**config.mk**
```make
export PLATFORM = sky130hd
export DESIGN_NAME = four_channel_led_pattern_generator_core
export DESIGN_NICKNAME = d
export VERILOG_FILES = /design/src/rtl/core/ledpg_pkg.sv /design/src/rtl/core/ledpg_cfg_regs.sv /design/src/rtl/core/ledpg_channel.sv /design/src/rtl/core/four_channel_led_pattern_generator_core.sv
export SDC_FILE = /design/constraint.sdc
export NUM_CORES = 1
export LEC_CHECK = 0
export ABC_AREA = 1
export BUFFER_PORTS_ARGS = -buffer_cell sky130_fd_sc_hd__buf_2
export CAP_MARGIN = 20
export CORE_MARGIN = 5
export CORE_UTILIZATION = 46
export CTS_BUF_LIST = sky130_fd_sc_hd__clkbuf_8 sky130_fd_sc_hd__clkbuf_16
export CTS_CLUSTER_DIAMETER = 120
export DETAILED_ROUTE_END_ITERATION = 6
export PLACE_DENSITY_LB_ADDON = 0.12
export SYNTH_ARGS = -nofsm -noshare
export SYNTH_HDL_FRONTEND = slang
export SYNTH_SLANG_ARGS = --single-unit
```
**constraint.sdc**
```tcl
create_clock -name clk -period 4.04 [get_ports clk]
set_input_delay 0.404 -clock clk [delete_from_list [all_inputs] [get_ports clk]]
set_output_delay 0.404 -clock clk [all_outputs]
set_load 0.02 [all_outputs]
```
**src/rtl/core/ledpg_pkg.sv**
```systemverilog
// ----------------------------------------------------------------------------
// ledpg_pkg
// Shared types and constants of the four-channel LED pattern generator.
// ----------------------------------------------------------------------------
`default_nettype none

package ledpg_pkg;

    localparam int NUM_CH = 4;

    localparam logic CMD_SET  = 1'b0;
    localparam logic CMD_TICK = 1'b1;

    localparam logic [2:0] MODE_OFF           = 3'd0;
    localparam logic [2:0] MODE_ON            = 3'd1;
    localparam logic [2:0] MODE_BLINK_ONCE    = 3'd2;
    localparam logic [2:0] MODE_BLINK_FOREVER = 3'd3;
    localparam logic [2:0] MODE_BREATHE       = 3'd4;

    localparam logic [1:0] CH_PGOOD   = 2'd0;
    localparam logic [1:0] CH_CHARGER = 2'd1;
    localparam logic [1:0] CH_UART    = 2'd2;
    localparam logic [1:0] CH_DAP     = 2'd3;

    localparam logic [1:0] REG_MAX_LEVEL    = 2'd0;
    localparam logic [1:0] REG_BREATHE_STEP = 2'd1;

    localparam logic [7:0] MAX_LEVEL_RESET    = 8'd80;
    localparam logic [7:0] BREATHE_STEP_RESET = 8'd2;

    typedef struct packed {
        logic       command;
        logic [1:0] channel;
        logic [2:0] mode;
    } cmd_t;

    typedef struct packed {
        logic [7:0] level_pgood;
        logic [7:0] level_charger;
        logic [7:0] level_uart;
        logic [7:0] level_dap;
        logic [3:0] updated_mask;
    } result_t;

    typedef struct packed {
        logic [7:0] max_level;
        logic [7:0] breathe_step;
    } cfg_t;

    typedef struct packed {
        logic [7:0] level;
        logic       active;
        logic [2:0] mode;
        logic       rising;
    } chan_upd_t;

endpackage

`default_nettype wire

```
**src/rtl/core/ledpg_cfg_regs.sv**
```systemverilog
// ----------------------------------------------------------------------------
// ledpg_cfg_regs
// Configuration registers: maximum level and breathe step.
// ----------------------------------------------------------------------------
`default_nettype none

module ledpg_cfg_regs (
    input  wire logic           clk,
    input  wire logic           rst_n,
    input  wire logic           cfg_valid,
    input  wire logic [1:0]     cfg_index,
    input  wire logic [7:0]     cfg_data,
    output ledpg_pkg::cfg_t     cfg
);

    import ledpg_pkg::*;

    logic [7:0] max_level_reg;
    logic [7:0] breathe_step_reg;

    always_ff @(posedge clk or negedge rst_n)
    begin
        if (!rst_n)
        begin
            max_level_reg    <= MAX_LEVEL_RESET;
            breathe_step_reg <= BREATHE_STEP_RESET;
        end
        else if (cfg_valid)
        begin
            if (cfg_index == REG_MAX_LEVEL)
            begin
                max_level_reg <= cfg_data;
            end
            if (cfg_index == REG_BREATHE_STEP)
            begin
                breathe_step_reg <= cfg_data;
            end
        end
    end

    assign cfg.max_level    = max_level_reg;
    assign cfg.breathe_step = breathe_step_reg;

endmodule

`default_nettype wire

```
**src/rtl/core/ledpg_channel.sv**
```systemverilog
// ----------------------------------------------------------------------------
// ledpg_channel
// One tick step of a single LED channel.
// ----------------------------------------------------------------------------
`default_nettype none

module ledpg_channel (
    input  wire logic [1:0]     ch_id,
    input  wire logic [2:0]     mode,
    input  wire logic [7:0]     level,
    input  wire logic           rising,
    input  wire ledpg_pkg::cfg_t cfg,
    output ledpg_pkg::chan_upd_t upd
);

    import ledpg_pkg::*;

    logic [8:0] sum;
    logic [7:0] blink_level;

    assign sum         = {1'b0, level} + {1'b0, cfg.breathe_step};
    assign blink_level = (level != 8'd0) ? 8'd0 : cfg.max_level;

    always_comb
    begin
        upd.level  = level;
        upd.active = 1'b1;
        upd.mode   = mode;
        upd.rising = rising;
        if (mode == MODE_ON && ch_id != CH_DAP)
        begin
            upd.level = cfg.max_level;
        end
        else if (mode == MODE_BLINK_ONCE || mode == MODE_BLINK_FOREVER)
        begin
            upd.level = blink_level;
            if (blink_level == 8'd0 && mode == MODE_BLINK_ONCE)
            begin
                upd.active = 1'b0;
                upd.mode   = MODE_OFF;
            end
        end
        else if (mode == MODE_BREATHE && ch_id == CH_CHARGER)
        begin
            if (rising)
            begin
                if (sum > {1'b0, cfg.max_level})
                begin
                    upd.rising = 1'b0;
                end
                else
                begin
                    upd.level = sum[7:0];
                end
            end
            else if (level > cfg.breathe_step)
            begin
                upd.level = level - cfg.breathe_step;
            end
            else
            begin
                upd.level  = 8'd0;
                upd.rising = 1'b1;
            end
        end
        else
        begin
            upd.level  = 8'd0;
            upd.active = 1'b0;
        end
    end

endmodule

`default_nettype wire

```
**src/rtl/core/four_channel_led_pattern_generator_core.sv**
```systemverilog
// ----------------------------------------------------------------------------
// four_channel_led_pattern_generator_core
// Four-channel LED pattern generator with set and tick commands.
// ----------------------------------------------------------------------------
//  Channel   Signals                          Direction
//  command   cmd_valid, cmd_ready, cmd        in
//  result    res_valid, res_ready, res        out
//  config    cfg_valid, cfg_ready, cfg_index, cfg_data   in
//
//  Items pass an input register, the update logic and a result register; one is
//  taken every cycle unless a stalled result register holds the input register.
//  The channel state is updated in the cycle the item moves to the result register.
//  Reset clears valid flags, levels, modes and active bits; config takes defaults.
// ----------------------------------------------------------------------------
`default_nettype none

module four_channel_led_pattern_generator_core (
    input  wire logic           clk,
    input  wire logic           rst_n,
    input  wire logic           cmd_valid,
    output      logic           cmd_ready,
    input  wire ledpg_pkg::cmd_t cmd,
    output      logic           res_valid,
    input  wire logic           res_ready,
    output ledpg_pkg::result_t  res,
    input  wire logic           cfg_valid,
    output      logic           cfg_ready,
    input  wire logic [1:0]     cfg_index,
    input  wire logic [7:0]     cfg_data
);

    import ledpg_pkg::*;

    cfg_t       cfg;
    logic       s1_valid_reg;
    cmd_t       s1_item_reg;
    logic       res_valid_reg;
    result_t    res_reg;
    result_t    res_next;
    logic       advance;

    logic [NUM_CH-1:0]       active_reg;
    logic [NUM_CH-1:0]       active_next;
    logic [NUM_CH-1:0][2:0]  mode_reg;
    logic [NUM_CH-1:0][2:0]  mode_next;
    logic [NUM_CH-1:0][7:0]  level_reg;
    logic [NUM_CH-1:0][7:0]  level_next;
    logic                    rising_reg;
    logic                    rising_next;
    logic [NUM_CH-1:0]       mask;
    chan_upd_t [NUM_CH-1:0]  upd;

    ledpg_cfg_regs u_cfg (
        .clk       (clk),
        .rst_n     (rst_n),
        .cfg_valid (cfg_valid),
        .cfg_index (cfg_index),
        .cfg_data  (cfg_data),
        .cfg       (cfg)
    );

    for (genvar i = 0; i < NUM_CH; i++)
    begin : g_ch
        ledpg_channel u_ch (
            .ch_id  (2'(i)),
            .mode   (mode_reg[i]),
            .level  (level_reg[i]),
            .rising (rising_reg),
            .cfg    (cfg),
            .upd    (upd[i])
        );
    end

    assign cfg_ready = 1'b1;
    assign advance   = s1_valid_reg && (!res_valid_reg || res_ready);
    assign cmd_ready = !s1_valid_reg || advance;
    assign res_valid = res_valid_reg;
    assign res       = res_reg;

    always_comb
    begin
        active_next = active_reg;
        mode_next   = mode_reg;
        level_next  = level_reg;
        rising_next = rising_reg;
        mask        = '0;
        if (s1_item_reg.command == CMD_SET)
        begin
            active_next[s1_item_reg.channel] = 1'b1;
            mode_next[s1_item_reg.channel]   = s1_item_reg.mode;
        end
        else
        begin
            for (int c = 0; c < NUM_CH; c++)
            begin
                if (active_reg[c])
                begin
                    mask[c]        = 1'b1;
                    level_next[c]  = upd[c].level;
                    active_next[c] = upd[c].active;
                    mode_next[c]   = upd[c].mode;
                    if (2'(c) == CH_CHARGER)
                    begin
                        rising_next = upd[c].rising;
                    end
                end
            end
        end
        res_next.level_pgood   = level_next[CH_PGOOD];
        res_next.level_charger = level_next[CH_CHARGER];
        res_next.level_uart    = level_next[CH_UART];
        res_next.level_dap     = level_next[CH_DAP];
        res_next.updated_mask  = mask;
    end

    always_ff @(posedge clk or negedge rst_n)
    begin
        if (!rst_n)
        begin
            s1_valid_reg  <= 1'b0;
            res_valid_reg <= 1'b0;
            active_reg    <= '0;
            mode_reg      <= {NUM_CH{MODE_OFF}};
            level_reg     <= '0;
            rising_reg    <= 1'b1;
        end
        else
        begin
            if (cmd_ready)
            begin
                s1_valid_reg <= cmd_valid;
            end
            if (advance)
            begin
                res_valid_reg <= 1'b1;
                active_reg    <= active_next;
                mode_reg      <= mode_next;
                level_reg     <= level_next;
                rising_reg    <= rising_next;
            end
            else if (res_ready)
            begin
                res_valid_reg <= 1'b0;
            end
        end
    end

    always_ff @(posedge clk)
    begin
        if (cmd_valid && cmd_ready)
        begin
            s1_item_reg <= cmd;
        end
        if (advance)
        begin
            res_reg <= res_next;
        end
    end

endmodule

`default_nettype wire
```
Yosys cells after proc, flatten, opt, wreduce, memory -nomap -nowiden. Cells that the tools add are included.

Register bits: 109. Input bits: 21. Output and inout bits: 39. Logic and storage cells: 149.

$add $sub $neg: 2. Order comparisons: 4. Eq/ne operators: 28. Multiplexer cells: 58. Bitwise operators: 3. Reductions and logical operators: 32.

Operator list (number): 8-bit 2-to-1 mux (15); 9-bit 2-to-1 mux (4); 8-bit zero test (4); 32-bit 2-to-1 mux (1); 8-bit nonzero test (4); 3-bit 2-to-1 mux (9); 3-bit by 2-bit == test with 1-bit output, second input constant (8); 2-bit by 1-bit != test with 1-bit output, second input constant (12); 4-bit 2-to-1 mux (5); 1-bit 2-to-1 mux (17); 5-bit 2-to-1 mux (3); 5-bit AND reduction (3); 12-bit bitwise mux (1); 12-bit 2-to-1 mux (1); 8-bit by 8-bit adder with 9-bit output (1); 3-bit by 1-bit == test with 1-bit output, second input constant (3); 9-bit by 8-bit greater-than comparator with 1-bit output (1); 8-bit greater-than comparator (1); 8-bit subtractor (1); 1-bit logical AND (7); 3-bit demux with 2-bit select (1); 1-bit logical OR (6); 2-bit != test, second input constant (3); 6-bit AND reduction (1); 12 further kinds (15).

Depth between registers and ports, before layout.
Word-level depth: 9. Mapped depth: 26.

Modules after synthesis. A second synthesis with hierarchy kept.

Cell total of the unflattened synthesis: 1524. Area, all modules: 10656.5 um2.

By module, submodules not included: four_channel_led_pattern_generator_core (instances 1, cells an instance 429, area an instance 3961.3 um2, seq. area each 2538.7 um2); ledpg_channel at g_ch[0].u_ch ... (instances 2, cells an instance 264, area an instance 1522.7 um2, seq. area each 0.0 um2); ledpg_channel at g_ch[3].u_ch (instances 1, cells an instance 252, area an instance 1497.7 um2, seq. area each 0.0 um2); ledpg_channel at g_ch[2].u_ch (instances 1, cells an instance 244, area an instance 1452.6 um2, seq. area each 0.0 um2); ledpg_cfg_regs (instances 1, cells an instance 71, area an instance 699.4 um2, seq. area each 404.1 um2).

Worst setup path after synthesis. No wires, ideal clock.

Path type: register to register. Start: register u_cfg.breathe_step_reg[1]. End: register res_reg (netlist bit res[21]), data pin. Library setup time: 256 ps. Arrival time: 2771 ps. Required time: 3784 ps. Slack: 1013 ps. Stages on the path, launching flop included: 22. Path buffers: 0. Path through: dfstp_2 -> inv_1 -> fa_1 -> o21ai_4 -> xor2_1 -> ha_1 -> nand2_1 -> inv_1 -> nand2_1 -> nand3_1 -> nand2_1 -> nand2_1 -> nand2_1 -> nand2_1 -> nand2_2 -> nand2_4 -> nand2_1 -> nand3_1 -> nand2_1 -> nand3_1 -> nand2_1 -> o21ai_1.

RTL lines: start: declaration (RTL line ledpg_cfg_regs.sv:19) `logic [7:0] breathe_step_reg;`; start signal: assignment (RTL line ledpg_cfg_regs.sv:36) `breathe_step_reg <= cfg_data;`; end signal: assignment (RTL line four_channel_led_pattern_generator_core.sv:156) `res_reg <= res_next;`; end: declaration (RTL line four_channel_led_pattern_generator_core.sv:38) `result_t res_reg;`.

==> impl_metrics.csv <==
group,metric,value,unit
hold_path,holdPathStages,1,
global_route,grt_max_degree,87,
clock_network,htree_levels,3,
power,pwr-share-seq,0.368,
die,rows,41,
setup_path,critPathKind,"reg2reg",
route,drc,0,
cells_and_area,nFillCells,1228,
cells_and_area,drive_above_1_share,0.146,
power,intPower,2.72,mW
hold_path,min_path_type,"in2reg",
power,pwr-share-comb,0.447,
global_route,gr-usage-all-layers,0.201,
clock_network,postCtsSetupRepairBufs,0,
cells_and_area,layout_commonest_cell,"nand2_1",
sta,final.setup.tns,0,ps
global_route,grt_pass1_vias,4581,
power,switchingPower,2.07,mW
route,drtIter0Drc,358,
sta,max_freq,301,MHz
cells_and_area,antennaDiodeCount,0,
synthesis,synthCells,696,
synthesis,synthFlopType,"dfrtp_1",
sta,grt_setup_unrepaired,"no",
cells_and_area,ff_latch_area,2940,um2
cells_and_area,final_cell_mix,"nand2_1 (188), inv_1 (95), dfrtp_1 (63), nand3_1 (61), buf_2 (58)",
clock_network,cts_made_buffers,9,
synthesis,synth.distinct_cells,49,
sta,tightest_slew,848,ps
setup_path,crit_fanout,9,
route,vias,4871,
die,core,12600,um2
route,routedWlPerCell,15.5,um
cells_and_area,area_growth,12.8,%
die,die_area,15300,um2
synthesis,avgSynthCellArea,8.54,um2
place,hpwl,10700,um
synthesis,ys_seq_area_frac,0.495,
setup_path,crit_required,4150,ps
die,dieHeight,124,um
cells_and_area,largest_reg_flops,36,
flow_run,maxCapViolCount,0,
power,p_per_area,715,nW/um2
power,swShare,0.433,
global_route,antenna_found_initial,0,
global_route,grt.overflow.total,0,
clock_network,cts.sinks,109,
clock_network,cts_tree,"yes",
route,wl,14400,um
global_route,met2_usage,0.300,
place,place_ws,717,ps
die,fp.dieW,124,um
synthesis,synth_area,5940,um2
sta,slew_headroom,0.429,
sta,finalCriticalPeriod,3320,ps
sta,drv_slew,0,
clock_network,clk_pin_slew,70,ps
power,power.share.clock,0.184,
global_route,use_met3,0.0372,
global_route,busiest_layer,"met1",
sta,finalSetupViolCount,0,
place,gp_congestion,0.918,
route,vias_per_cell,5.24,
die,initial_core_util,0.471,
sta,fin_ws,722,ps
synthesis,synthArstFlopShare,0.615,
route,ant_nets,0,
sta,fin_worst_skew,11.1,ps
synthesis,syn-num-nets,743,
setup_path,reg2reg_depth,21,
clock_network,cts_resized,0,
clock_network,clockBufferDepth,2,
sta,final_hold_viol_count,0,
setup_path,cp-end-kind,"flop",
outcome,outcome,"finished clean",
die,io_pins,60,
cells_and_area,nets,800,
clock_network,root_buffer,"clkbuf_16",
setup_path,crit_arrival,3430,ps
synthesis,synth_edf_count,42,
global_route,grt_pass1_wl,23600,um
cells_and_area,multi_input_area,2510,um2
global_route,met1_usage,0.301,
synthesis,synth-seq-cells,109,
synthesis,yosys_warnings,0,
setup_path,critPathLaunchType,"flop",
route,dr.pass1.iters,5,
place,numPortBuffers,58,
power,peakVddDrop,262,uV
clock_network,hold_buffers,0,
clock_network,insertion_delay,350,ps
power,leakagePower,3.22,nW
sta,fin_crit_sh,0.821,
-- metal layers --
metal	wire (um)	vias up
met5	0	-
met4	225	0
met3	771	14
met2	6400	146
met1	7010	2283
li1	-	2428
-- path summary, 6_finish.rpt --
check / slack (ps) / start / to
min in group asynchronous: 440 / rst_n / mode_reg[10]$_DFFE_PN0P_
hold reg to reg: 490 / mode_reg[11]$_DFFE_PN0P_ / mode_reg[11]$_DFFE_PN0P_
setup / recovery: 720 / u_cfg.breathe_step_reg[1]$_DFFE_PN1P_ / res[24]$_DFFE_PP_
max in group asynchronous: 2690 / rst_n / rising_reg$_DFFE_PN1P_
setup reg to reg: 720 / u_cfg.breathe_step_reg[1]$_DFFE_PN1P_ / res[24]$_DFFE_PP_
hold / removal: 220 / cmd[1] / s1_item_reg[1]$_DFFE_PP_
-- cells in the mapped netlist, types with 2 or more instances --
cell / n / area share
o22ai_1: 16 / 0.017
clkbuf_1: 7 / 0.0044
fa_1: 2 / 0.0067
o21bai_1: 3 / 0.0038
edfxtp_1: 42 / 0.21
ha_1: 24 / 0.051
nand2_1: 188 / 0.12
nor3_1: 2 / 0.0017
xor2_1: 9 / 0.013
o32ai_1: 7 / 0.010
nand2_2: 3 / 0.0032
inv_1: 94 / 0.059
buf_2: 4 / 0.0034
inv_2: 10 / 0.0063
nor4_2: 2 / 0.0042
dfrtp_1: 63 / 0.27
nor3_2: 3 / 0.0051
o21ai_1: 15 / 0.013
a41oi_1: 2 / 0.0029
nand4_1: 7 / 0.0074
a21oi_1: 22 / 0.019
nor4_1: 3 / 0.0032
a31oi_1: 3 / 0.0032
o21ai_2: 2 / 0.0029
nand3b_1: 3 / 0.0038
dfstp_2: 4 / 0.018
nand3_1: 61 / 0.051
o21ai_0: 49 / 0.041
nor2_1: 25 / 0.016
buf_4: 2 / 0.0025
-- area by class of cell --
class / instances / area share
Clock buffer: 9 / 0.0336
Clock inverter: 7 / 0.00990
Inverter: 107 / 0.0605
Multi-Input combinational cell: 464 / 0.374
Sequential cell: 109 / 0.439
Tap cell: 172 / 0.0321
Timing Repair Buffer: 62 / 0.0501
-- logic make-up (layout without fill, tap and decap cells) --
group                    count (synthesis)  after routing  synth area share
flip-flops                             109            109             0.495
AND/OR/NAND/NOR                        302            302             0.223
AO/OA/AOI/OAI                          125            125             0.125
other                                    1              1          0.000631
buffers and inverters                  123            185            0.0824
XOR/XNOR                                10             10            0.0160
adder cells (fa/ha/maj)                 26             26            0.0573
-- worst max-delay path, stage by stage, from the launching register on --
cell and delay, ps:
dfstp_2 540, inv_1 100, fa_1 500, o21ai_4 230
xor2_1 230, ha_1 280, nand2_1 120, inv_1 50
nand2_1 60, nand3_1 70, nand2_1 60, nand2_1 40
nand2_1 50, nand2_1 60, nand2_2 160, nand2_4 120
nand2_1 80, nand3_1 70, nand3_1 90, nand2_1 70
nand2_1 60, nand2_1 50
-- metrics by stage --
stage                     area, um2  cells  power, mW  hold slack [ps]  utilization
after CTS                      6670    928       4.80              213        0.528
after global placement         6380    912       3.88              459        0.505
after detailed placement       6380    912       3.91              467        0.505
after floorplan                5940    696       3.33              108            -
after global routing           6700    930       5.16              213        0.531
final                          6700    930       4.79              223        0.531
-- power by group through the flow --
stage / Clock [mW] / Combinational, mW / Sequential, mW
after detailed placement: 0 / 2.13 / 1.78
after CTS: 0.900 / 2.14 / 1.76
after floorplan: 0 / 1.49 / 1.84
after global placement: 0 / 2.11 / 1.77
after global routing: 0.946 / 2.42 / 1.80
final: 0.883 / 2.14 / 1.76
No activity file was read; power rests on OpenSTA's default activity.
